[src/bmhq_pkg.sv]
// Package for the binary max-heap queue: beat payload types, codes and the cell control bundle.
// No dependencies. The cell, top-level and checker files in src use it by scoped names.
package bmhq_pkg;

  localparam int unsigned KEY_W   = 32;
  localparam int unsigned COUNT_W = 7;

  // Operation codes carried in the action field.
  localparam logic ACT_INSERT = 1'b0;
  localparam logic ACT_REMOVE = 1'b1;

  typedef enum logic [1:0] {
    STATUS_OK    = 2'd0,
    STATUS_EMPTY = 2'd1,
    STATUS_FULL  = 2'd2
  } status_t;

  typedef logic signed [KEY_W-1:0] key_t;

  typedef struct packed {
    logic action;
    key_t key_in;
  } req_item_t;

  typedef struct packed {
    status_t              status;
    key_t                 max_out;
    logic [COUNT_W-1:0]   entry_count;
  } resp_item_t;

  // Broadcast control for the row of cells.
  typedef struct packed {
    logic ins;
    logic rem;
    key_t key;
  } cell_ctl_t;

endpackage

[src/bmhq_cell.sv]
// One cell of the sorted key row: holds one key, largest keys toward cell 0.
// Depends on bmhq_pkg.
module bmhq_cell (
  input  logic                clk,
  input  bmhq_pkg::cell_ctl_t ctl,
  input  logic                occ,
  input  bmhq_pkg::key_t      up_key,
  input  logic                up_gt,
  input  bmhq_pkg::key_t      down_key,
  output logic                gt,
  output bmhq_pkg::key_t      key
);

  bmhq_pkg::key_t key_next;

  // New key belongs at or above this cell when the cell is empty or smaller.
  assign gt = !occ || (ctl.key > key);

  always_comb begin
    key_next = key;
    if (ctl.ins) begin
      if (up_gt) begin
        key_next = up_key;
      end else if (gt) begin
        key_next = ctl.key;
      end
    end else if (ctl.rem) begin
      key_next = down_key;
    end
  end

  always_ff @(posedge clk) begin
    key <= key_next;
  end

endmodule

[config.mk]
export PLATFORM = sky130hd
export DESIGN_NAME = bmhq_cell
export DESIGN_NICKNAME = d
export VERILOG_FILES = /design/src/bmhq_pkg.sv /design/src/bmhq_cell.sv
export SDC_FILE = /design/constraint.sdc
export NUM_CORES = 1
export LEC_CHECK = 0
export ABC_AREA = 1
export BUFFER_PORTS_ARGS = -buffer_cell sky130_fd_sc_hd__buf_2
export CELL_PAD_IN_SITES_DETAIL_PLACEMENT = 1
export CELL_PAD_IN_SITES_GLOBAL_PLACEMENT = 2
export CORE_AREA = 2 2 107 109
export CTS_CLUSTER_SIZE = 20
export DETAILED_ROUTE_END_ITERATION = 12
export DIE_AREA = 0 0 109 111
export HOLD_SLACK_MARGIN = 0.12
export PLACE_DENSITY = 0.88
export REMOVE_ABC_BUFFERS = 1
export SYNTH_ARGS = -nofsm -noshare
export SYNTH_HDL_FRONTEND = slang
export SYNTH_SLANG_ARGS = --single-unit
[constraint.sdc]
create_clock -name clk -period 3.2 [get_ports clk]
set_input_delay 0.32 -clock clk [delete_from_list [all_inputs] [get_ports clk]]
set_output_delay 0.32 -clock clk [all_outputs]
set_load 0.05 [all_outputs]
Yosys cells after proc, flatten, opt, wreduce, memory -nomap -nowiden
Index checks and enable logic that the tools add are counted.
Storage, ports and cells
  flip-flop bits (word level): 32
  bits of input ports: 101
  output and inout bits: 33
  word-level logic and storage cells: 11
Operators by class
  $lt $le $gt $ge: 1
  equal/unequal tests: 1
  muxes and demuxes: 4
  reduce and logical (&&, ||, !) cells: 4
Operator list (count)
  $mux W32: 4
  $gt A32 B32 Y1: 1
  $ne A3 B1 Y1 const B: 1
  $reduce_and A2 Y1: 1
  $reduce_bool A2 Y1: 1
  $logic_not A1 Y1: 1
  $logic_or A1 B1 Y1: 1

Logic depth before layout (Yosys ltp)
  word-level depth: 5
  gate-level depth with buffers: 19
  mapped depth without buffers: 19

Least setup slack after synthesis
OpenSTA, ideal clock, no wires.
  path kind: register to register
  from: reg key[31]
  to: reg key[0] (enable)
  library setup time: 0.387 ns
  arrival: 2.409 ns
  required time: 2.813 ns
  setup slack: 0.405 ns
  cell stages (with the launch flop): 15
  path buffers: 0
  period minus slack after synthesis: 2.795 ns
  path through: edfxtp_1 -> inv_1 -> ha_1 -> nand2_1 -> nor2_2 -> nand2_2 -> nor2_2 -> nand2_1 -> nand2_1 -> nand2_1 -> nand2_1 -> nand2_1 -> nand3_1 -> nand2_1 -> inv_1
Between the ends
  cells in the longest elaborated chain, start to end: 4
RTL lines
  from (decl): line bmhq_cell.sv:11  | output bmhq_pkg::key_t key
  from (signal assigned): line bmhq_cell.sv:33  | key <= key_next;
  $gt A32 B32 Y1: line bmhq_cell.sv:17  | assign gt = !occ || (ctl.key > key);
  $logic_or A1 B1 Y1: line bmhq_cell.sv:17
  $ne A3 B1 Y1 (no source line)
  $reduce_and A2 Y1 (no source line)
No other way between the ends.
A chain may end at the register's enable or synchronous reset.

Final worst setup path
  from: reg key[21]
  to: reg key[17] (enable)
Same word-level chain as after synthesis.

==> impl_metrics.json <==
{
  "whs_ps": 329,
  "dieArea_sq_mm": 0.0121,
  "cp_num_buf_inv": 3,
  "num_vias": 2644,
  "dp_hpwl_mm": 6.37,
  "nets": 588,
  "ant_nets": 0,
  "ys_top_cells_by_area": "edfxtp_1 39%, ha_1 16%, o21ai_0 13%",
  "place.gp.congestion": 0.753,
  "die_x_um": 109,
  "cp_slowest_cell": "edfxtp_1",
  "crit_family": "simple AND/OR/NAND/NOR gates",
  "yosysTopAreaCell": "edfxtp_1",
  "fp.coreArea_sq_mm": 0.0111,
  "yosys_register_bits": 32,
  "cp.arrival_ps": 2570,
  "netlist-cell-type-count": 18,
  "p_per_area_mw_per_mm2": 446,
  "status": "finished clean",
  "yosysSeqAreaShare_pct": 38.7,
  "worstPathCellList": "inv_1 > ha_1 > a21oi_1 > nor2_1 > nor2_1 > nand3_1 > a21oi_2 > nand2_1 > nand2_1 > nand2_1 > nand2_1 > nand3_1 > nand2_1 > clkinv_1 > buf_12",
  "yosys-top-cells-count": "71 x nand2_1, 63 x o21ai_0, 43 x inv_1",
  "antenna_found_initial": 0,
  "rows": 39,
  "finalClockSkew_ps": 4.07,
  "start_util_pct": 22.4,
  "critPathCaptureType": "flop",
  "setup_viol": 0,
  "route.detailed.drc": 0,
  "gr-usage-all-layers_pct": 13.7,
  "cts.clk_slew.worst_paths_ps": 50,
  "synth_area_per_cell_sq_um": 7.63,
  "reg_top3": "key: 32 flops",
  "io_pins": 134,
  "clk_path_buf_depth": 2,
  "netlist_area_sq_mm": 0.00248,
  "placed_area_sq_mm": 0.00331,
  "power.leakage_uw": 0.00177,
  "crit_top_cell": "nand2_1",
  "crit_required_ps": 3220,
  "drive_above_1_share_pct": 32.2,
  "grt_setup_unrepaired": "false",
  "cts-resized-gates": 0,
  "regMostFlops": "key",
  "clock_latency_ps": 270,
  "largest_reg_flops": 32,
  "viasPerCell": 4.41,
  "htreeDepth": 2,
  "grt_max_degree": 35,
  "grt_overflow_total": 0,
  "final_max_slew_viol_count": 0,
  "max_freq_mhz": 392,
  "cts_num_sinks": 32,
  "cts_setup_buffers": 0,
  "synth-main-ff-cell": "edfxtp_1",
  "critPathMaxFanout": 24,
  "yosys_warnings": 0,
  "hold_viol_final": 0,
  "cts_tree": "done",
  "startpoint_type": "flop",
  "cts_inserted_buffers": 5,
  "yosysMostFrequentCell": "nand2_1",
  "fin_area_sq_mm": 0.00344,
  "cts_root_buf": "clkbuf_16",
  "tightest_slew_ps": 1110,
  "area_growth_pct": 38.8,
  "antennaDiodeCount": 0,
  "max-slew-margin-rel_pct": 25.6,
  "min_period_over_period_pct": 79.8,
  "finish.utilization_pct": 31.1,
  "wl_per_cell_um": 13.3,
  "total_power_uw": 1540,
  "first_pass_iters": 4,
  "fp.dieH_um": 111,
  "hold_path.class": "in -> reg",
  "synth-edff-count": 32,
  "netlist_instances": 325,
  "wl_mm": 7.94,
  "port_buffers": 133,
  "critPathKind": "reg -> reg",
  "grt_first_pass_wirelength_mm": 13.2,
  "cap_viol_max_count": 0,
  "setup_tns_ps": 0,
  "async_reset_ff_share_pct": 0,
  "first_iter_violations": 60,
  "cp_slowest_stage_delay_ps": 390,
  "peakVddDrop_v": 0.000186,
  "synth_top_area_share_pct": 38.7,
  "ctsHoldBuffers": 0,
  "finalCriticalPeriod_ps": 2550,
  "grt_pass1_vias": 2724
}
==> layer usage <==
layer,global-route usage [%],up-vias,part of all wire [%],routed length [um]
li1,-,1338,-,-
met1,17.1,1236,43,3450
met2,24.2,68,51,4030
met3,3.00,2,5.5,438
met4,2.31,0,0.33,26
met5,0,-,0,0
==> area by class of cell <==
| class | instances | area, sq um |
|---|---|---|
| multi-input cells | 238 | 1310 |
| flip-flops and latches | 32 | 961 |
| fillers | 1383 | 7630 |
| repair buffers | 135 | 693 |
| inverters | 43 | 161 |
| clock buffers | 7 | 133 |
| clock inverters | 1 | 3.75 |
| well taps | 143 | 179 |
==> placed cells by master (no fill, tap or decap), drive strengths merged <==
master / count
buf: 135
nand2: 72
o21ai: 66
nor2: 44
inv: 42
ha: 32
edfxtp: 32
a21oi: 13
clkbuf: 7
nand3: 4
nand4: 3
clkinv: 2
a21o: 1
nor3: 1
o21a: 1
or2: 1
==> power by group <==
group	internal [uW]	switching, uW
Sequential	522	23.7
Combinational	171	374
Clock	286	161
==> cell families after synthesis <==
group / after synthesis / share of synthesized area, %
fa+ha+maj: 32 / 16.1
simple gates: 125 / 20.1
flops: 32 / 38.7
buf+inv: 55 / 8.32
compound gates: 81 / 16.7
==> stage by stage <==
step	setup WS (ps)	instances
2_1_floorplan	403	313
4_1_cts	566	599
5_1_grt	263	599
3_5_place_dp	552	591
3_3_place_gp	638	591
6_report	646	599
==> final timing paths <==
path | start | cells past startpoint | endpoint | slack, ps
max | key[21]$_DFFE_PP_ | 15 | key[17]$_DFFE_PP_ | 650
min | down_key[14] | 3 | key[14]$_DFFE_PP_ | 330
max reg2reg | key[21]$_DFFE_PP_ | 15 | key[17]$_DFFE_PP_ | 650
min reg2reg | key[31]$_DFFE_PP_ | 8 | key[2]$_DFFE_PP_ | 1360
==> worst reg2reg max path: stages (launching register included) <==
cell and delay [ps]:
edfxtp_1 390, inv_1 70, ha_1 230, a21oi_1 150
nor2_1 60, nor2_1 90, nand3_1 120, a21oi_2 190
nand2_1 70, nand2_1 50, nand2_1 50, nand2_1 80
nand3_1 80, nand2_1 70, clkinv_1 290, buf_12 300
Power figures use the tool's default switching activity.
